[src/rtl/core/pojq_pkg.sv]
// ----------------------------------------------------------------------------
// pojq_pkg
// Types, codes and sizes shared by the job queue, its cells and its checker.
// ----------------------------------------------------------------------------
package pojq_pkg;

    // Queue size and derived widths
    localparam int QUEUE_DEPTH = 16;
    localparam int CNT_W       = $clog2(QUEUE_DEPTH + 1);
    localparam int PASS_W      = $clog2(QUEUE_DEPTH);
    localparam int SUM_W       = 16 + $clog2(QUEUE_DEPTH + 1);

    localparam logic [19:0] WAIT_MAX = 20'hFFFFF;

    // Command codes
    localparam logic [1:0] CMD_APPEND  = 2'd0;
    localparam logic [1:0] CMD_REORDER = 2'd1;
    localparam logic [1:0] CMD_START   = 2'd2;
    localparam logic [1:0] CMD_REMOVE  = 2'd3;

    // Reorder policy codes
    localparam logic [1:0] POL_FCFS = 2'd0;
    localparam logic [1:0] POL_SJF  = 2'd1;
    localparam logic [1:0] POL_PRI  = 2'd2;

    // Cell operation codes
    localparam logic [1:0] OP_HOLD  = 2'd0;
    localparam logic [1:0] OP_LOAD  = 2'd1;
    localparam logic [1:0] OP_SHIFT = 2'd2;
    localparam logic [1:0] OP_SORT  = 2'd3;

    typedef struct packed {
        logic [1:0]  command;
        logic [7:0]  job_id;
        logic [15:0] run_time;
        logic [7:0]  priority_req;
        logic [1:0]  policy;
    } t_job_in;

    typedef struct packed {
        logic [4:0]  held_jobs;
        logic [7:0]  head_id;
        logic [15:0] head_cpu_time;
        logic        head_running;
        logic [19:0] expected_wait;
        logic        error;
    } t_job_out;

    // One stored job
    typedef struct packed {
        logic [7:0]  id;
        logic [15:0] cpu;
        logic [7:0]  pri;
    } t_entry;

    // Per-cell control from the sequencer
    typedef struct packed {
        logic [1:0] op;
        logic       by_pri;
        logic       pair_l;
        logic       pair_r;
    } t_cell_ctl;

endpackage

[src/rtl/core/pojq_cell.sv]
// ----------------------------------------------------------------------------
// pojq_cell
// One queue slot. Loads a new job, takes its right neighbor's job on a
// head removal, or performs a stable compare-exchange with a neighbor.
// ----------------------------------------------------------------------------
module pojq_cell
    import pojq_pkg::*;
(
    input  logic      i_clk,
    input  t_cell_ctl i_ctl,
    input  t_entry    i_new,
    input  t_entry    i_left,
    input  t_entry    i_right,
    output t_entry    o_entry
);

    t_entry      r_entry;
    t_entry      n_entry;
    logic [15:0] w_key_self;
    logic [15:0] w_key_left;
    logic [15:0] w_key_right;
    logic        w_swap_l;
    logic        w_swap_r;

    // Select sort key
    assign w_key_self  = i_ctl.by_pri ? {8'd0, r_entry.pri} : r_entry.cpu;
    assign w_key_left  = i_ctl.by_pri ? {8'd0, i_left.pri}  : i_left.cpu;
    assign w_key_right = i_ctl.by_pri ? {8'd0, i_right.pri} : i_right.cpu;

    // Exchange only on strictly greater keys, so equal keys keep their order
    assign w_swap_r = i_ctl.pair_r && (w_key_self > w_key_right);
    assign w_swap_l = i_ctl.pair_l && (w_key_left > w_key_self);

    always_comb begin
        n_entry = r_entry;
        case (i_ctl.op)
            OP_LOAD: begin
                n_entry = i_new;
            end
            OP_SHIFT: begin
                n_entry = i_right;
            end
            OP_SORT: begin
                if (w_swap_r) begin
                    n_entry = i_right;
                end else if (w_swap_l) begin
                    n_entry = i_left;
                end
            end
            default: begin
                n_entry = r_entry;
            end
        endcase
    end

    always_ff @(posedge i_clk) begin
        r_entry <= n_entry;
    end

    assign o_entry = r_entry;

endmodule

[src/rtl/core/policy_ordered_job_queue.sv]
// ----------------------------------------------------------------------------
// policy_ordered_job_queue
// Bounded job queue held in a row of slot cells. Reorder runs an odd-even
// transposition sort across the cells, one pass per cycle.
//
//   channel | direction | handshake                  | payload
//   --------+-----------+----------------------------+-----------------------
//   in      | input     | i_in_valid / o_in_ready    | i_in_data  (t_job_in)
//   out     | output    | o_out_valid / i_out_ready  | o_out_data (t_job_out)
//
// Append, start, remove and a reorder that moves nothing go from idle to the done
// state, which registers the result. A sorting reorder first runs QUEUE_DEPTH
// passes in the sort state, one per cycle, then goes to done the same way.
// One transaction is in flight at a time; o_in_ready is high only when idle.
// Reset clears count, running flag, sum and handshake state; slots need none.
// A stalled result holds in the output register; the next one waits behind it.
// ----------------------------------------------------------------------------
module policy_ordered_job_queue
    import pojq_pkg::*;
(
    input  logic     i_clk,
    input  logic     i_rst_n,
    input  logic     i_in_valid,
    output logic     o_in_ready,
    input  t_job_in  i_in_data,
    output logic     o_out_valid,
    input  logic     i_out_ready,
    output t_job_out o_out_data
);

    localparam logic [1:0] ST_IDLE = 2'd0;
    localparam logic [1:0] ST_SORT = 2'd1;
    localparam logic [1:0] ST_DONE = 2'd2;

    logic [1:0]        r_state,  n_state;
    logic [PASS_W-1:0] r_pass,   n_pass;
    logic              r_by_pri, n_by_pri;
    logic              r_first,  n_first;
    logic              r_err,    n_err;
    logic [CNT_W-1:0]  r_count,  n_count;
    logic              r_run,    n_run;
    logic [SUM_W-1:0]  r_sum,    n_sum;
    logic              r_out_valid, n_out_valid;
    t_job_out          r_out;
    t_job_out          w_result;

    logic              w_fire;
    logic              w_full;
    logic              w_empty;
    logic              w_first;
    logic              w_load_out;
    logic [QUEUE_DEPTH-1:0] w_pair;

    t_entry    w_entry [QUEUE_DEPTH];
    t_cell_ctl w_ctl   [QUEUE_DEPTH];
    t_entry    w_new;

    assign o_in_ready = (r_state == ST_IDLE);
    assign w_fire     = i_in_valid && o_in_ready;
    assign w_full     = (r_count == CNT_W'(QUEUE_DEPTH));
    assign w_empty    = (r_count == '0);
    assign w_first    = r_run && !w_empty;
    assign w_load_out = (r_state == ST_DONE) && (!r_out_valid || i_out_ready);

    assign w_new.id  = i_in_data.job_id;
    assign w_new.cpu = i_in_data.run_time;
    assign w_new.pri = i_in_data.priority_req;

    // Enable compare-exchange pairs of this pass inside the waiting range
    always_comb begin
        w_pair = '0;
        for (int k = 0; k < QUEUE_DEPTH - 1; k++) begin
            w_pair[k] = (1'(k) == r_pass[0]) && ((k != 0) || !r_first) &&
                        (CNT_W'(k + 1) < r_count);
        end
    end

    // Drive per-cell control
    always_comb begin
        for (int k = 0; k < QUEUE_DEPTH; k++) begin
            w_ctl[k].op     = OP_HOLD;
            w_ctl[k].by_pri = r_by_pri;
            w_ctl[k].pair_r = (k < QUEUE_DEPTH - 1) ? w_pair[k] : 1'b0;
            w_ctl[k].pair_l = (k > 0) ? w_pair[(k > 0) ? k - 1 : 0] : 1'b0;
            if (r_state == ST_SORT) begin
                w_ctl[k].op = OP_SORT;
            end else if (w_fire) begin
                case (i_in_data.command)
                    CMD_APPEND: begin
                        if (!w_full && (r_count == CNT_W'(k))) begin
                            w_ctl[k].op = OP_LOAD;
                        end
                    end
                    CMD_REMOVE: begin
                        if (!w_empty) begin
                            w_ctl[k].op = OP_SHIFT;
                        end
                    end
                    default: begin
                        w_ctl[k].op = OP_HOLD;
                    end
                endcase
            end
        end
    end

    // Row of slot cells
    for (genvar g = 0; g < QUEUE_DEPTH; g++) begin : g_cell
        pojq_cell u_cell (
            .i_clk   (i_clk),
            .i_ctl   (w_ctl[g]),
            .i_new   (w_new),
            .i_left  (w_entry[(g > 0) ? g - 1 : g]),
            .i_right (w_entry[(g < QUEUE_DEPTH - 1) ? g + 1 : g]),
            .o_entry (w_entry[g])
        );
    end

    // Sequence commands and track count, running flag and CPU time sum
    always_comb begin
        n_state     = r_state;
        n_pass      = r_pass;
        n_by_pri    = r_by_pri;
        n_first     = r_first;
        n_err       = r_err;
        n_count     = r_count;
        n_run       = r_run;
        n_sum       = r_sum;
        n_out_valid = r_out_valid;

        if (r_out_valid && i_out_ready) begin
            n_out_valid = 1'b0;
        end

        case (r_state)
            ST_IDLE: begin
                if (w_fire) begin
                    n_err   = 1'b0;
                    n_state = ST_DONE;
                    case (i_in_data.command)
                        CMD_APPEND: begin
                            if (w_full) begin
                                n_err = 1'b1;
                            end else begin
                                n_count = r_count + CNT_W'(1);
                                n_sum   = r_sum + SUM_W'(i_in_data.run_time);
                            end
                        end
                        CMD_REORDER: begin
                            if (((i_in_data.policy == POL_SJF) ||
                                 (i_in_data.policy == POL_PRI)) &&
                                (r_count >= CNT_W'(2) + CNT_W'(w_first))) begin
                                n_state  = ST_SORT;
                                n_pass   = '0;
                                n_by_pri = (i_in_data.policy == POL_PRI);
                                n_first  = w_first;
                            end
                        end
                        CMD_START: begin
                            if (w_empty) begin
                                n_err = 1'b1;
                            end else begin
                                n_run = 1'b1;
                            end
                        end
                        default: begin
                            if (w_empty) begin
                                n_err = 1'b1;
                            end else begin
                                n_count = r_count - CNT_W'(1);
                                n_run   = 1'b0;
                                n_sum   = r_sum - SUM_W'(w_entry[0].cpu);
                            end
                        end
                    endcase
                end
            end
            ST_SORT: begin
                n_pass = r_pass + PASS_W'(1);
                if (r_pass == PASS_W'(QUEUE_DEPTH - 1)) begin
                    n_state = ST_DONE;
                end
            end
            ST_DONE: begin
                if (w_load_out) begin
                    n_out_valid = 1'b1;
                    n_state     = ST_IDLE;
                end
            end
            default: begin
                n_state = ST_IDLE;
            end
        endcase
    end

    always_ff @(posedge i_clk) begin
        if (!i_rst_n) begin
            r_state     <= ST_IDLE;
            r_pass      <= '0;
            r_by_pri    <= 1'b0;
            r_first     <= 1'b0;
            r_err       <= 1'b0;
            r_count     <= '0;
            r_run       <= 1'b0;
            r_sum       <= '0;
            r_out_valid <= 1'b0;
        end else begin
            r_state     <= n_state;
            r_pass      <= n_pass;
            r_by_pri    <= n_by_pri;
            r_first     <= n_first;
            r_err       <= n_err;
            r_count     <= n_count;
            r_run       <= n_run;
            r_sum       <= n_sum;
            r_out_valid <= n_out_valid;
        end
    end

    // Build the result from the settled state
    always_comb begin
        w_result.held_jobs     = 5'(r_count);
        w_result.head_id       = w_empty ? 8'd0 : w_entry[0].id;
        w_result.head_cpu_time = w_empty ? 16'd0 : w_entry[0].cpu;
        w_result.head_running  = w_first;
        w_result.expected_wait = (r_sum > SUM_W'(WAIT_MAX)) ? WAIT_MAX : 20'(r_sum);
        w_result.error         = r_err;
    end

    // Capture the result when the done state loads the output, and hold it until the next load
    always_ff @(posedge i_clk) begin
        if (w_load_out) begin
            r_out <= w_result;
        end
    end

    assign o_out_valid = r_out_valid;
    assign o_out_data  = r_out;

endmodule

[config.mk]
export PLATFORM = sky130hd
export DESIGN_NAME = policy_ordered_job_queue
export DESIGN_NICKNAME = d
export VERILOG_FILES = /design/src/rtl/core/pojq_pkg.sv /design/src/rtl/core/pojq_cell.sv /design/src/rtl/core/policy_ordered_job_queue.sv
export SDC_FILE = /design/constraint.sdc
export NUM_CORES = 2
export LEC_CHECK = 0
export BUFFER_PORTS_ARGS = -buffer_cell sky130_fd_sc_hd__buf_2
export CELL_PAD_IN_SITES_DETAIL_PLACEMENT = 0
export CELL_PAD_IN_SITES_GLOBAL_PLACEMENT = 1
export CORE_ASPECT_RATIO = 1.2
export CORE_MARGIN = 2
export CORE_UTILIZATION = 52
export DETAILED_ROUTE_END_ITERATION = 7
export HOLD_SLACK_MARGIN = 0.1
export PLACE_DENSITY = 0.92
export SYNTH_ARGS = -nofsm -noshare
export SYNTH_HDL_FRONTEND = slang
export SYNTH_SLANG_ARGS = --single-unit
export TNS_END_PERCENT = 50
[constraint.sdc]
create_clock -name i_clk -period 7.3 [get_ports i_clk]
set_clock_uncertainty 0.05 [all_clocks]
set_input_delay 0 -clock i_clk [delete_from_list [all_inputs] [get_ports i_clk]]
set_output_delay 0 -clock i_clk [all_outputs]
set_load 0.005 [all_outputs]
==> results.cfg <==
[route]
drtIter0Drc = 3689
ant_nets = 0
vias_per_cell = 6.797
drt_pass1_iterations = 6
finalWirelength_um = 115400
wl_per_cell_um = 27.21
vias = 28820
drc = 0

[timing]
tightest_slew_ns = 1.518
tns_ns = 0
period_share_pct = 71.74
hold-worst-slack_ns = 0.1163
slew-limit-headroom_pct = -1.170
max_freq_mhz = 190.9
setup_violations = 0
finalHoldViolations = 0
slew_viol_final = 16
layout_min_cycle_time_ns = 5.237
rsz0062_at_grt = false

[global_route]
antenna_found_initial = 7
grt_pass1_wl_um = 172900
grt_pass1_vias = 27450
gr-total-overflow = 0
grt_max_degree = 69
track_usage_pct = 31.47

[worst_setup_path]
cp.required_ns = 7.53
path_max_fanout = 68
critPathCaptureType = register
cp_slowest_stage_delay_ns = 1.05
cpMaxStageDelayCell = a31oi_4
cp_num_buf_inv = 2
cpLargestDelayFamily = compound AO/OA/AOI/OAI gates
arrival_ns = 5.47
start_kind = register
critical_path_class = reg2reg
path_cells = buf_12 -> mux2i_1 -> inv_1 -> ha_1 -> nand4_1 -> nor3_1 -> a221oi_1 -> o221ai_1 -> nand2_1 -> a31oi_4

[yosys]
yosys-top-cells-area = edfxtp_1 (46%), a221o_1 (11%), ha_1 (9.4%), mux2i_1 (3.5%), nand2b_1 (2.6%)
synth_seq_cells = 600
yosysUniqueCellTypes = 77
synth_edf_count = 563
syn-num-nets = 3570
syn_area_per_cell_sq_um = 11.26
seq_area_frac_synth_pct = 48.16
synth_top_cell_by_area = edfxtp_1
netlist.area_leader.share_pct = 46.14
ys_warn_count = 0
synthArstFlopShare_pct = 0
syn-instance-count = 3253
synth.cell_area_sq_mm = 0.03664
synthFlopType = edfxtp_1

[final_layout]
finalInstanceArea_sq_mm = 0.04048
area_growth_pct = 10.49
drive_above_1_share_pct = 10.80
final-instance-count-excl-fill = 4240
nets = 3580

[floorplanning]
dieArea_sq_mm = 0.07261
num_rows = 106
fp.dieH_um = 294.8
pin_count = 93
core-area_sq_mm = 0.06976
initial_core_util_pct = 52.52
die_x_um = 246.3

[placement]
place_area_sq_mm = 0.03791
gp_congestion = 0.9548
io_buffer_count = 92
dp_cells = 4067
dp_hpwl_um = 83650

[clocking]
htree_levels = 2
numClockSinks = 600
clockBufferDepth = 3
cts_made_buffers = 60
clk_pin_slew_ns = 0.07
clock_latency_ns = 0.68
tritoncts = yes
ctsRootBufferMaster = clkbuf_16

[status]
violations = capacitance limit, slew limit
status = complete, but fails checks

[power]
p_leak_nw = 15.97
total_power_mw = 8.361
p_per_area_mw_per_mm2 = 206.5
ir_drop_mv = 0.2326

[flow_run]
cap_violations = 1

[hold_path]
holdCritPathClass = in2reg
[layout make-up]
cell class                      count  area [sq um]
Fill cell                        5829         29280
Sequential cell                   600         17650
Multi-Input combinational cell   2144         17240
Clock buffer                       71          1543
Timing Repair Buffer              204          1444
Tap cell                          918          1149
Inverter                          253         949.7
Clock inverter                     42         491.7
Antenna cell                        8         20.02
[power breakdown]
group          switching (mW)  internal, mW  total [mW]
sequential              0.118          3.93        4.05
clock                    1.46          1.81        3.28
combinational           0.627         0.406        1.03
[registers in the layout, summed over array words and instances, names as in the netlist, 2 cells and up]
name,cells
g_cell.u_cell.o_entry,512
o_out_data,51
r_count,5
r_pass,4
r_state,2
r_sum,21
[worst paths after layout]
kind	start	end	slack [ns]	depth (start not counted)
max	r_by_pri$_SDFFE_PN0P_	g_cell[2].u_cell.o_entry[18]$_DFFE_PP_	2.06	10
max reg2reg	r_by_pri$_SDFFE_PN0P_	g_cell[2].u_cell.o_entry[18]$_DFFE_PP_	2.06	10
min reg2reg	r_err$_SDFFE_PN0P_	o_out_data[0]$_DFFE_PP_	0.39	0
min	i_in_data[9]	g_cell[15].u_cell.o_entry[7]$_DFFE_PP_	0.12	3
[per-layer routing]
layer / track usage [%] / share of wire, % / vias up
li1: - / - / 12710
met1: 39.19 / 37 / 13950
met2: 50.63 / 46 / 1794
met3: 7.294 / 11 / 373
met4: 17.13 / 6.3 / 2
met5: 0 / 0.014 / -
[Yosys cell counts (9+ instances only)]
| cell | count |
|---|---|
| a31oi_1 | 34 |
| a21oi_1 | 125 |
| o21ai_0 | 84 |
| xnor2_1 | 17 |
| nand2b_1 | 152 |
| a21o_1 | 93 |
| or2_2 | 24 |
| dfxtp_1 | 37 |
| buf_1 | 23 |
| and2_1 | 14 |
| mux2_2 | 32 |
| o22ai_1 | 11 |
| nor2b_1 | 63 |
| or3_1 | 35 |
| nand4_1 | 50 |
| o211ai_1 | 10 |
| and3_1 | 72 |
| inv_1 | 252 |
| nand3_1 | 45 |
| a221o_1 | 388 |
| edfxtp_1 | 563 |
| ha_1 | 276 |
| a21boi_0 | 11 |
| clkbuf_1 | 164 |
| mux2i_1 | 128 |
| nor3_1 | 58 |
| a211o_1 | 34 |
| nor2_1 | 98 |
| buf_2 | 59 |
| o21a_1 | 23 |
| nor4_1 | 9 |
| nand2_1 | 111 |
| xor2_1 | 15 |
| a211oi_1 | 43 |
[worst reg2reg max path: stages (launching register included)]
cell and delay, ns:
dfxtp_4 0.93, buf_12 0.61, mux2i_1 0.37, inv_1 0.08
ha_1 0.30, nand4_1 0.12, nor3_1 0.47, a221oi_1 0.19
o221ai_1 0.32, nand2_1 0.34, a31oi_4 1.05
[cells by family (layout without fill, tap and decap cells)]
kind of cell | Yosys count | after routing | synth area share [%]
xor+xnor | 32 | 32 | 0.7649
fa+ha+maj | 277 | 277 | 9.480
compound gates | 915 | 915 | 20.10
other cells | 0 | 8 | 0
flops | 600 | 600 | 48.16
buf+inv | 509 | 570 | 5.570
mux | 168 | 168 | 4.726
simple gates | 752 | 752 | 11.19
[what timing repair did]
item,4_1_cts,5_1_grt
hold buffers,52,0
buffers inserted,0,0
endpoints found under the hold margin,70,0
resized for setup,0,0
[layout by cell type, fill, tap and decap left out, drive strengths merged, types with 14 or more instances in the layout]
master       instances
edfxtp             563
a221o              388
ha                 276
inv                258
nand2b             152
buf                152
mux2i              128
a21oi              127
nand2              112
nor2               102
o21ai               95
a21o                93
and3                72
clkbuf              71
nor2b               64
nor3                58
dlygate4sd3         52
nand4               50
nand3               45
a211oi              43
mux2                40
dfxtp               37
or3                 35
a31oi               35
a211o               34
clkinv              25
or2                 24
o21a                24
xnor2               17
xor2                15
and2                14
a21boi              14
[per-stage QoR]
step | setup slack, ns | util (%)
after floorplan | 2.133 | -
after global placement | 2.289 | 54.34
after detailed placement | 2.188 | 54.34
after CTS | 2.164 | 58.00
after global routing | 1.881 | 58.01
final | 2.063 | 58.03
Power figures use the tool's default switching activity.
